$ cat src/hw/rtl/sis_pkg.sv
// Shared types and constants for the sorted identifier set.
package sis_pkg;

  localparam int unsigned CAPACITY_DEF  = 16;
  localparam int unsigned ID_WIDTH_DEF  = 32;

  localparam int unsigned FUNC_W        = 2;
  localparam int unsigned SCOPE_ID_W    = 32;
  localparam int unsigned STATUS_W      = 2;
  localparam int unsigned ENTRY_COUNT_W = 5;

  // func + scope_id = 34 bits, padded to whole bytes
  localparam int unsigned IN_TDATA_W    = 40;
  // ok + was_present + status + entry_count = 9 bits, padded
  localparam int unsigned OUT_TDATA_W   = 16;

  typedef enum logic [FUNC_W-1:0] {
    FUNC_ADD      = 2'd0,
    FUNC_REMOVE   = 2'd1,
    FUNC_FLIP     = 2'd2,
    FUNC_CONTAINS = 2'd3
  } func_e;

  typedef enum logic [STATUS_W-1:0] {
    ST_DONE      = 2'd0,
    ST_NOT_FOUND = 2'd1,
    ST_FULL      = 2'd2
  } status_e;

  typedef enum logic [1:0] {
    S_IDLE,
    S_CMP,
    S_APPLY
  } state_e;

  // Broadcast control to every cell of the chain.
  typedef struct packed {
    logic cmp;  // latch compare flags against the key
    logic ins;  // insert key at first slot not below it
    logic del;  // close the gap at the matching slot
  } sis_ctrl_t;

endpackage

$ cat src/hw/rtl/sorted_id_set.sv
// Top level of the sorted identifier set: control, chain of cells, result register.
//
//  channel | dir | handshake                     | payload
//  --------+-----+-------------------------------+------------------------------------------
//  s_axis  | in  | s_axis_tvalid_i/s_axis_tready_o | tdata: func[1:0], scope_id[33:2]
//  m_axis  | out | m_axis_tvalid_o/m_axis_tready_i | tdata: ok[0], was_present[1],
//          |     |                               |        status[3:2], entry_count[8:4]
//
// Each transaction passes through accept, compare (every cell checks its entry
// against the key in parallel) and apply (cells shift toward or away from their neighbor).
// The result lands in an output register, so the next transaction is accepted while
// a finished result is still waiting on m_axis_tready_i.
// The apply step stalls while the output register holds an untaken result.
// Reset clears the valid bits and the entry count; entry data is not reset.
module sorted_id_set import sis_pkg::*; #(
  parameter int unsigned CAPACITY = CAPACITY_DEF,
  parameter int unsigned ID_WIDTH = ID_WIDTH_DEF
) (
  input  logic                   clk_i,
  input  logic                   rst_ni,
  input  logic                   s_axis_tvalid_i,
  output logic                   s_axis_tready_o,
  input  logic [IN_TDATA_W-1:0]  s_axis_tdata_i,   // func[1:0], scope_id[33:2], zero pad
  output logic                   m_axis_tvalid_o,
  input  logic                   m_axis_tready_i,
  output logic [OUT_TDATA_W-1:0] m_axis_tdata_o    // ok, was_present, status[1:0],
                                                   // entry_count[4:0], zero pad
);

  localparam int unsigned CNT_W = $clog2(CAPACITY + 1);

  state_e              state_q, state_d;
  func_e               func_q;
  logic [ID_WIDTH-1:0] key_q, key_in;
  logic [CNT_W-1:0]    held_q, held_d;

  logic                   out_valid_q, out_valid_d;
  logic [OUT_TDATA_W-1:0] out_data_q, out_data_d;

  sis_ctrl_t ctrl;

  logic [ID_WIDTH-1:0] entry_vec [CAPACITY];
  logic [CAPACITY-1:0] valid_vec, lt_vec, eq_vec;

  logic s_accept, out_free;
  logic hit, full, do_add, do_rem, do_ins, do_del, ok;
  status_e status;
  logic [ENTRY_COUNT_W-1:0] count_out;

  // identifier taken in its low ID_WIDTH bits, zero-extended when ID_WIDTH exceeds 32
  if (ID_WIDTH >= SCOPE_ID_W) begin : g_key_wide
    assign key_in = ID_WIDTH'(s_axis_tdata_i[FUNC_W +: SCOPE_ID_W]);
  end else begin : g_key_narrow
    assign key_in = s_axis_tdata_i[FUNC_W +: ID_WIDTH];
  end

  // count reported modulo 32
  if (CNT_W >= ENTRY_COUNT_W) begin : g_cnt_wide
    assign count_out = held_d[ENTRY_COUNT_W-1:0];
  end else begin : g_cnt_narrow
    assign count_out = ENTRY_COUNT_W'(held_d);
  end

  assign s_accept = s_axis_tvalid_i && s_axis_tready_o;
  assign out_free = !out_valid_q || m_axis_tready_i;

  assign hit  = |eq_vec;
  assign full = (held_q == CNT_W'(CAPACITY));

  // FSM and result decode
  always_comb begin
    state_d     = state_q;
    ctrl        = '0;
    do_add      = 1'b0;
    do_rem      = 1'b0;
    ok          = 1'b0;
    status      = ST_DONE;
    out_valid_d = out_valid_q && !m_axis_tready_i;
    out_data_d  = out_data_q;

    case (func_q)
      FUNC_ADD:    do_add = 1'b1;
      FUNC_REMOVE: do_rem = 1'b1;
      FUNC_FLIP: begin
        do_add = !hit;
        do_rem = hit;
      end
      default: ;
    endcase

    if (do_add) begin
      ok = hit || !full;
      if (!hit && full) status = ST_FULL;
    end else if (do_rem) begin
      ok = hit;
      if (!hit) status = ST_NOT_FOUND;
    end else begin
      ok = hit;
    end

    do_ins = 1'b0;
    do_del = 1'b0;

    case (state_q)
      S_IDLE: begin
        if (s_accept) state_d = S_CMP;
      end
      S_CMP: begin
        ctrl.cmp = 1'b1;
        state_d  = S_APPLY;
      end
      S_APPLY: begin
        if (out_free) begin
          do_ins      = do_add && !hit && !full;
          do_del      = do_rem && hit;
          ctrl.ins    = do_ins;
          ctrl.del    = do_del;
          out_valid_d = 1'b1;
          state_d     = S_IDLE;
        end
      end
      default: state_d = S_IDLE;
    endcase

    held_d = held_q;
    if (do_ins) held_d = held_q + CNT_W'(1);
    if (do_del) held_d = held_q - CNT_W'(1);

    if (state_q == S_APPLY && out_free) begin
      out_data_d = OUT_TDATA_W'({count_out, status, hit, ok});
    end
  end

  always_ff @(posedge clk_i or negedge rst_ni) begin
    if (!rst_ni) begin
      state_q     <= S_IDLE;
      held_q      <= '0;
      out_valid_q <= 1'b0;
    end else begin
      state_q     <= state_d;
      held_q      <= held_d;
      out_valid_q <= out_valid_d;
    end
  end

  always_ff @(posedge clk_i) begin
    if (s_accept) begin
      func_q <= func_e'(s_axis_tdata_i[FUNC_W-1:0]);
      key_q  <= key_in;
    end
    out_data_q <= out_data_d;
  end

  // chain of cells; each hands its entry to each of its neighbors
  for (genvar i = 0; i < CAPACITY; i++) begin : g_cell
    logic [ID_WIDTH-1:0] prev_entry, next_entry;
    logic                prev_valid, prev_lt, next_valid;

    if (i == 0) begin : g_head
      assign prev_entry = '0;
      assign prev_valid = 1'b0;
      assign prev_lt    = 1'b1;
    end else begin : g_body
      assign prev_entry = entry_vec[i-1];
      assign prev_valid = valid_vec[i-1];
      assign prev_lt    = lt_vec[i-1];
    end

    if (i == CAPACITY - 1) begin : g_tail
      assign next_entry = '0;
      assign next_valid = 1'b0;
    end else begin : g_inner
      assign next_entry = entry_vec[i+1];
      assign next_valid = valid_vec[i+1];
    end

    sis_cell #(
      .ID_WIDTH(ID_WIDTH)
    ) u_cell (
      .clk_i        (clk_i),
      .rst_ni       (rst_ni),
      .ctrl_i       (ctrl),
      .key_i        (key_q),
      .prev_entry_i (prev_entry),
      .prev_valid_i (prev_valid),
      .prev_lt_i    (prev_lt),
      .next_entry_i (next_entry),
      .next_valid_i (next_valid),
      .entry_o      (entry_vec[i]),
      .valid_o      (valid_vec[i]),
      .lt_o         (lt_vec[i]),
      .eq_o         (eq_vec[i])
    );
  end

  assign s_axis_tready_o = (state_q == S_IDLE);
  assign m_axis_tvalid_o = out_valid_q;
  assign m_axis_tdata_o  = out_data_q;

endmodule

$ cat src/hw/rtl/sis_cell.sv
// One slot of the sorted chain: entry, valid bit and compare flags.
module sis_cell import sis_pkg::*; #(
  parameter int unsigned ID_WIDTH = ID_WIDTH_DEF
) (
  input  logic                clk_i,
  input  logic                rst_ni,
  input  sis_ctrl_t           ctrl_i,
  input  logic [ID_WIDTH-1:0] key_i,
  input  logic [ID_WIDTH-1:0] prev_entry_i,
  input  logic                prev_valid_i,
  input  logic                prev_lt_i,
  input  logic [ID_WIDTH-1:0] next_entry_i,
  input  logic                next_valid_i,
  output logic [ID_WIDTH-1:0] entry_o,
  output logic                valid_o,
  output logic                lt_o,
  output logic                eq_o
);

  logic [ID_WIDTH-1:0] entry_q, entry_d;
  logic                valid_q, valid_d;
  logic                lt_q, lt_d;
  logic                eq_q, eq_d;

  always_comb begin
    entry_d = entry_q;
    valid_d = valid_q;
    lt_d    = lt_q;
    eq_d    = eq_q;
    if (ctrl_i.cmp) begin
      lt_d = valid_q && (entry_q < key_i);
      eq_d = valid_q && (entry_q == key_i);
    end
    // slots below the key never move
    if (ctrl_i.ins && !lt_q) begin
      if (prev_lt_i) begin
        entry_d = key_i;
        valid_d = 1'b1;
      end else begin
        entry_d = prev_entry_i;
        valid_d = prev_valid_i;
      end
    end
    if (ctrl_i.del && !lt_q) begin
      entry_d = next_entry_i;
      valid_d = next_valid_i;
    end
  end

  always_ff @(posedge clk_i or negedge rst_ni) begin
    if (!rst_ni) begin
      valid_q <= 1'b0;
      lt_q    <= 1'b0;
      eq_q    <= 1'b0;
    end else begin
      valid_q <= valid_d;
      lt_q    <= lt_d;
      eq_q    <= eq_d;
    end
  end

  always_ff @(posedge clk_i) begin
    entry_q <= entry_d;
  end

  assign entry_o = entry_q;
  assign valid_o = valid_q;
  assign lt_o    = lt_q;
  assign eq_o    = eq_q;

endmodule
$ cat config.mk
export PLATFORM = sky130hd
export DESIGN_NAME = sorted_id_set
export DESIGN_NICKNAME = d
export VERILOG_FILES = /design/src/hw/rtl/sis_pkg.sv /design/src/hw/rtl/sorted_id_set.sv /design/src/hw/rtl/sis_cell.sv
export SDC_FILE = /design/constraint.sdc
export NUM_CORES = 2
export LEC_CHECK = 0
export BUFFER_PORTS_ARGS = -buffer_cell sky130_fd_sc_hd__buf_2
export CAP_MARGIN = 10
export CELL_PAD_IN_SITES_DETAIL_PLACEMENT = 1
export CELL_PAD_IN_SITES_GLOBAL_PLACEMENT = 1
export CORE_MARGIN = 2
export CORE_UTILIZATION = 55
export CTS_BUF_LIST = sky130_fd_sc_hd__clkbuf_4 sky130_fd_sc_hd__clkbuf_8
export DETAILED_ROUTE_END_ITERATION = 7
export GPL_TIMING_DRIVEN = 0
export PLACE_DENSITY_LB_ADDON = 0.3
export SKIP_CTS_REPAIR_TIMING = 1
export SLEW_MARGIN = 10
export SYNTH_ARGS = -nofsm -noshare
export SYNTH_HDL_FRONTEND = slang
export SYNTH_SLANG_ARGS = --single-unit
$ cat constraint.sdc
create_clock -name clk_i -period 9.05 [get_ports clk_i]
set_input_delay 1.81 -clock clk_i [delete_from_list [all_inputs] [get_ports clk_i]]
set_output_delay 1.81 -clock clk_i [all_outputs]
set_load 0.02 [all_outputs]
# ---- Word-level counts from Yosys, hierarchy flattened
# Index checks and enable logic that the tools add are counted.
# Widths: inputs -> output; s select.
dict set report word_totals {
  register_bits 611
  latchBits 0
  ramBits 0
  rom_bits 0
  output_inout_bits 18
  memories 0
}
dict set report classes {
  n_addsub 2
  multipliers 0
  div 0
  order_cmp 16
  n_eq_ne 23
  shift 0
  mux 113
  bitwise_logic 0
  reduce_logical 113
}
# operator n
set op_table {}
lappend op_table {{$mux 32} 45}
lappend op_table {{$eq 32x32->1} 16}
lappend op_table {{$lt 32x32->1} 16}
lappend op_table {{$logic_and 1x1->1} 71}
lappend op_table {{$mux 1} 57}
lappend op_table {{$reduce_bool 2->1} 16}
lappend op_table {{$logic_not 1->1} 20}
lappend op_table {{$reduce_or 16->1} 1}
lappend op_table {{$mux 2} 6}
lappend op_table {{$mux 5} 2}
lappend op_table {{$pmux 2 s3} 1}
lappend op_table {{$add 5x1->5 const B} 1}
lappend op_table {{$eq 5x5->1 const B} 1}
lappend op_table {{$sub 5x1->5 const B} 1}
lappend op_table {{$eq 2x1->1 const B} 2}
lappend op_table {{$eq 2x2->1 const B} 2}
lappend op_table {{$logic_not 2->1} 2}
lappend op_table {{$pmux 1 s2} 2}
lappend op_table {{$logic_or 1x1->1} 2}
lappend op_table {{$ne 2x1->1 const B} 1}
lappend op_table {{$ne 2x2->1 const B} 1}
lappend op_table {{$reduce_and 2->1} 1}

# ---- Longest topological paths before layout
dict set report logic_depth {
  depth_word 10
  mapped_depth 10
}

# ---- By module
# A second synthesis with hierarchy kept.
dict set report hier_totals {
  hier_cells 4452
  hier_area_um2 43037.5
}
# mod instances cells_each area_per_inst_um2 seq_area_each_um2
set by_module_without_submodules {}
lappend by_module_without_submodules {{sis_cell at g_cell[0].u_cell ...} 15 271 2566.2 1036.0}
lappend by_module_without_submodules {{sis_cell at g_cell[1].u_cell} 1 271 2591.2 1036.0}
lappend by_module_without_submodules {sorted_id_set 1 116 1953.1 1491.4}

# ---- Least setup slack after synthesis
# No wires, ideal clock.
dict set report synth_timing {
  kind {input to register}
  startpoint {in m_axis_tready_i}
  endpoint {reg g_cell[10].u_cell.entry_q[0], enable pin}
  setup_ns 0.423
  arrival_ns 4.150
  required_ns 8.627
  slack_ns 4.478
  stages 7
  path_cell_list {nand2b_1 > nand2b_1 > inv_2 > o2111ai_2 > and2_1 > clkbuf_1 > nor2_1}
}
dict set report synth_between {
  elab_chain_len 5
  elab_cells_between_ends 6
}
# item line_no
set synth_lines {}
lappend synth_lines {{start: declaration} sorted_id_set.sv:25} ;# input logic m_axis_tready_i,
lappend synth_lines {{$logic_or 1x1->1 (*)} sorted_id_set.sv:65} ;# assign out_free = !out_valid_q || m_axis_tready_i;
lappend synth_lines {{$mux 2 (*)} sorted_id_set.sv:113} ;# if (out_free) begin
lappend synth_lines {{$mux 2 (*)} sorted_id_set.sv:104} ;# case (state_q)
lappend synth_lines {{$logic_and 1x1->1, on equally long branches} {sis_cell.sv:44, sis_cell.sv:35}}
lappend synth_lines {{$reduce_bool 2->1 (no source line) (*)} n/a}
lappend synth_lines {{end signal: assignment} sis_cell.sv:63} ;# entry_q <= entry_d;
lappend synth_lines {{end: declaration} sis_cell.sv:20} ;# logic [ID_WIDTH-1:0] entry_q, entry_d;
# Mark *: on every way between the ends. The rest lies on a longest branch, timed or not.
# A chain may end at the register's enable or synchronous reset.

# ---- Worst setup path in the final report
dict set report layout_timing {
  startpoint {in m_axis_tready_i}
  endpoint {reg g_cell[9].u_cell.entry_q[24] (data pin)}
}
dict set report layout_between {
  elab_chain_len 5
}
# item line_no
set layout_lines {}
lappend layout_lines {{$logic_or 1x1->1} sorted_id_set.sv:65}
lappend layout_lines {{$mux 2} sorted_id_set.sv:113}
lappend layout_lines {{$mux 2} sorted_id_set.sv:104}
lappend layout_lines {{$logic_and 1x1->1} sis_cell.sv:44} ;# if (ctrl_i.del && !lt_q) begin
lappend layout_lines {{$mux 32} sis_cell.sv:44}
lappend layout_lines {{named net g_cell[9].u_cell.entry_d[24]} sis_cell.sv:20}
lappend layout_lines {{end signal: assignment} sis_cell.sv:63}
lappend layout_lines {{end: declaration} sis_cell.sv:20}
# The timed path passes the listed nets, and every way through them passes these cells.

==> metrics.md <==
| Metric | Value |
|---|---|
| Setup violations, final | `0` |
| Post-synth ARST share | `9.17%` |
| Worst rel slew slack | `10.3%` |
| Leading area contributor after synthesis | `edfxtp_1` |
| Die height | `274 um` |
| Worst-Skew Late Latency | `0.76 ns` |
| Max incr delay on CP | `1.02 ns` |
| Mean area per synthesized cell | `10.4 sq um` |
| Hold path endpoint | `g_cell[15].u_cell.eq_o` |
| R2R setup slack | `4.56 ns` |
| Leak Pwr | `17.0 nW` |
| Top_reg_cell synth | `edfxtp_1` |
| Fin cells | `5091` |
| Placed Area | `42100 sq um` |
| Cell variety after synth | `63` |
| Initial antenna violation count | `4` |
| Number of max-cap violations | `0` |
| #FFs+latches synth | `611` |
| Sequential area share after synthesis | `44.2%` |
| Fmax achieved | `215 MHz` |
| RR Endpoint | `g_cell[14].u_cell.eq_o` |
| Status | `complete, no violations` |
| Root buffer cell | `clkbuf_8` |
| Initial Util | `55.3%` |
| Hold Crit Start | `g_cell[15].u_cell.eq_o` |
| Post-synth EDFFs | `523` |
| Setup TNS | `0 ns` |
| Core area | `72700 sq um` |
| Nets@finish | `4595` |
| Most frequent cell after synthesis | `nand2_1` |
| Reg2Reg Depth | `8` |
| Drt wl/cell | `28.7 um` |
| GRT Overall Usage | `38.8%` |
| CTS Buffer Depth | `3` |
| Final worst slack | `4.39 ns` |
| Ports | `62` |
| Slew Viols, Final | `0` |
| CP Max Fanout | `10` |
| DP HPWL | `111000 um` |
| Final core occ | `61.1%` |
| Post-synth top area share | `39.1%` |
| PwrDens | `242 nW/um^2` |
| Vias in the first global route | `36656` |
| # H-tree levels | `3` |
| Worst Hold Class | `reg2reg` |
| Pre-CTS WS | `3.93 ns` |
| Hold path cells | `2` |
| CTS tree | `done` |
| Grt ovf | `0` |
| R2r startpoint | `key_q[31]` |
| DRC Markers | `0` |
| Startpoint Class | `primary input` |
| CP Buf/Inv Count | `4` |
| Placed cell count | `4881` |
| Via count | `34552` |
| Critical Path RT | `9.51 ns` |
| GP Congestion | `0.920` |
| CP Cell Sequence | `buf_2 -> nand2b_1 -> nand2b_1 -> inv_2 -> o2111ai_2 -> buf_2 -> nor2_1 -> clkbuf_1 -> o21ai_0` |
| Critical path type | `in2reg` |
| Most frequent cells after synthesis | `612 x nand2_1, 547 x o21ai_0, 523 x edfxtp_1` |
| Layout overhead on the synthesized area | `10.6%` |
| Number of core rows | `99` |
| First DRT Iteration DRCs | `3481` |
| Worst-margin pin slew | `1.34 ns` |
| Post-Syn Area | `40200 sq um` |
| Synth top area cells | `edfxtp_1 39%, ha_1 16%, mux2i_1 12%` |
| CP top delay family | `simple AND/OR/NAND/NOR gates` |
| Setup Skew | `0.0333 ns` |
| Post-Syn Instances | `3850` |
| Peak supply drop | `184 uV` |
| ANT nets after route | `0` |
| CP max-delay cell | `nor2_1` |
| Die X | `274 um` |
| TritonRoute pass-1 iters | `7` |
| CTS Buf Count | `110` |
| WHS | `0.537 ns` |
| Final WL | `146000 um` |
| Final period util | `51.5%` |
| Final Power | `10.7 mW` |
| Clock transition at path regs | `0.07 ns` |
| Design area | `44500 sq um` |
| Global-route wire length before repair | `222000 um` |
| Largest net degree at the start of global routing | `49` |
| Synth warnings | `0` |
| Min cycle time layout | `4.66 ns` |
| Vias per inst | `6.79` |
| Die area | `75300 sq um` |
| Share of cells above drive strength 1 | `8.04%` |
| I/O Buffers | `48` |
| Worst Setup End Kind | `register` |
| Critical Path AT | `5.11 ns` |
| Final hold vios | `0` |
| CTS sink cnt | `611` |
| RSZ-0062 raised after global routing | `no` |
==> placed cells by master (no fill, tap or decap), types with 40 or more instances in the layout <==
cell type	synthesis	final
nor3_1	41	40
a21oi_1	169	169
clkbuf_4	0	53
ha_1	517	517
a211oi_1	58	58
a21o_1	75	75
nand3_1	47	47
clkbuf_1	165	165
buf_2	32	79
nand2_1	612	612
clkbuf_8	0	127
inv_1	62	62
nand4_1	97	97
mux2i_1	480	480
dfrtp_1	56	56
edfxtp_1	523	523
nor2_1	105	99
o21ai_0	547	547
==> worst max path at each step <==
stage	from	end	slack, ns	cells past startpoint
2_1_floorplan	m_axis_tready_i	g_cell[10].u_cell.entry_o[0]	4.48	7
3_3_place_gp	m_axis_tready_i	g_cell[11].u_cell.entry_o[7]	2.96	8
3_5_place_dp	m_axis_tready_i	g_cell[9].u_cell.entry_o[24]	3.93	9
4_1_cts	m_axis_tready_i	g_cell[9].u_cell.entry_o[24]	4.69	9
5_1_grt	m_axis_tready_i	g_cell[9].u_cell.entry_o[29]	4.49	9
6_report	m_axis_tready_i	g_cell[9].u_cell.entry_o[24]	4.39	9
==> where the power goes <==
part           switching, mW  total [mW]  internal (mW)  leakage [nW]
clock network           1.32        2.87           1.56          1.26
logic                   2.32        3.76           1.44          10.1
registers              0.440        4.12           3.68          5.70
==> flip-flops by register name, summed over array words and instances, names as in the netlist <==
signal                 flops
m_axis_tdata_o             9
g_cell.u_cell.entry_o    512
g_cell.u_cell.eq_o        16
key_q                     32
func_q                     2
g_cell.u_cell.lt_o        16
state_q                    2
m_axis_tvalid_o            1
g_cell.u_cell.valid_o     16
held_q                     5
==> worst reg2reg max path, cell delays in order (launching register included) <==
cell and delay (ns):
edfxtp_1 0.61, clkbuf_1 0.65, inv_1 0.64, ha_1 0.56
nand3_1 0.18, nor3_1 0.66, nand2_1 0.36, or4_1 0.57
o21ai_0 0.18
==> layer usage <==
layer | vias up | part of all wire [%] | track usage (%)
met1 | 17420 | 41 | 51.1
met4 | 4 | 4.8 | 17.9
met3 | 450 | 7.4 | 4.93
li1 | 14907 | - | -
met5 | - | 0.017 | 0
met2 | 1771 | 47 | 63.7
==> layout make-up <==
class	instances	area, sq um
fill	7969	28200
tap	959	1200
buffer	211	877
inverter	63	236
antenna	3	7.51
timing repair buffer	66	602
multi-input combinational	2971	21400
sequential	611	17700
clock buffer	180	2150
clock inverter	27	199
==> kinds of logic after synthesis <==
group,Yosys count,share of synthesized area [%]
muxes,481,12.0
AOI/OAI and AO/OA,976,14.0
and+or+nand+nor,986,10.9
other,1,0.00933
adders and majority gates,517,16.1
buffers and inverters,274,2.77
xor gates and xnor gates,4,0.0872
DFF,611,44.2
(Power assumes the default switching activity.)
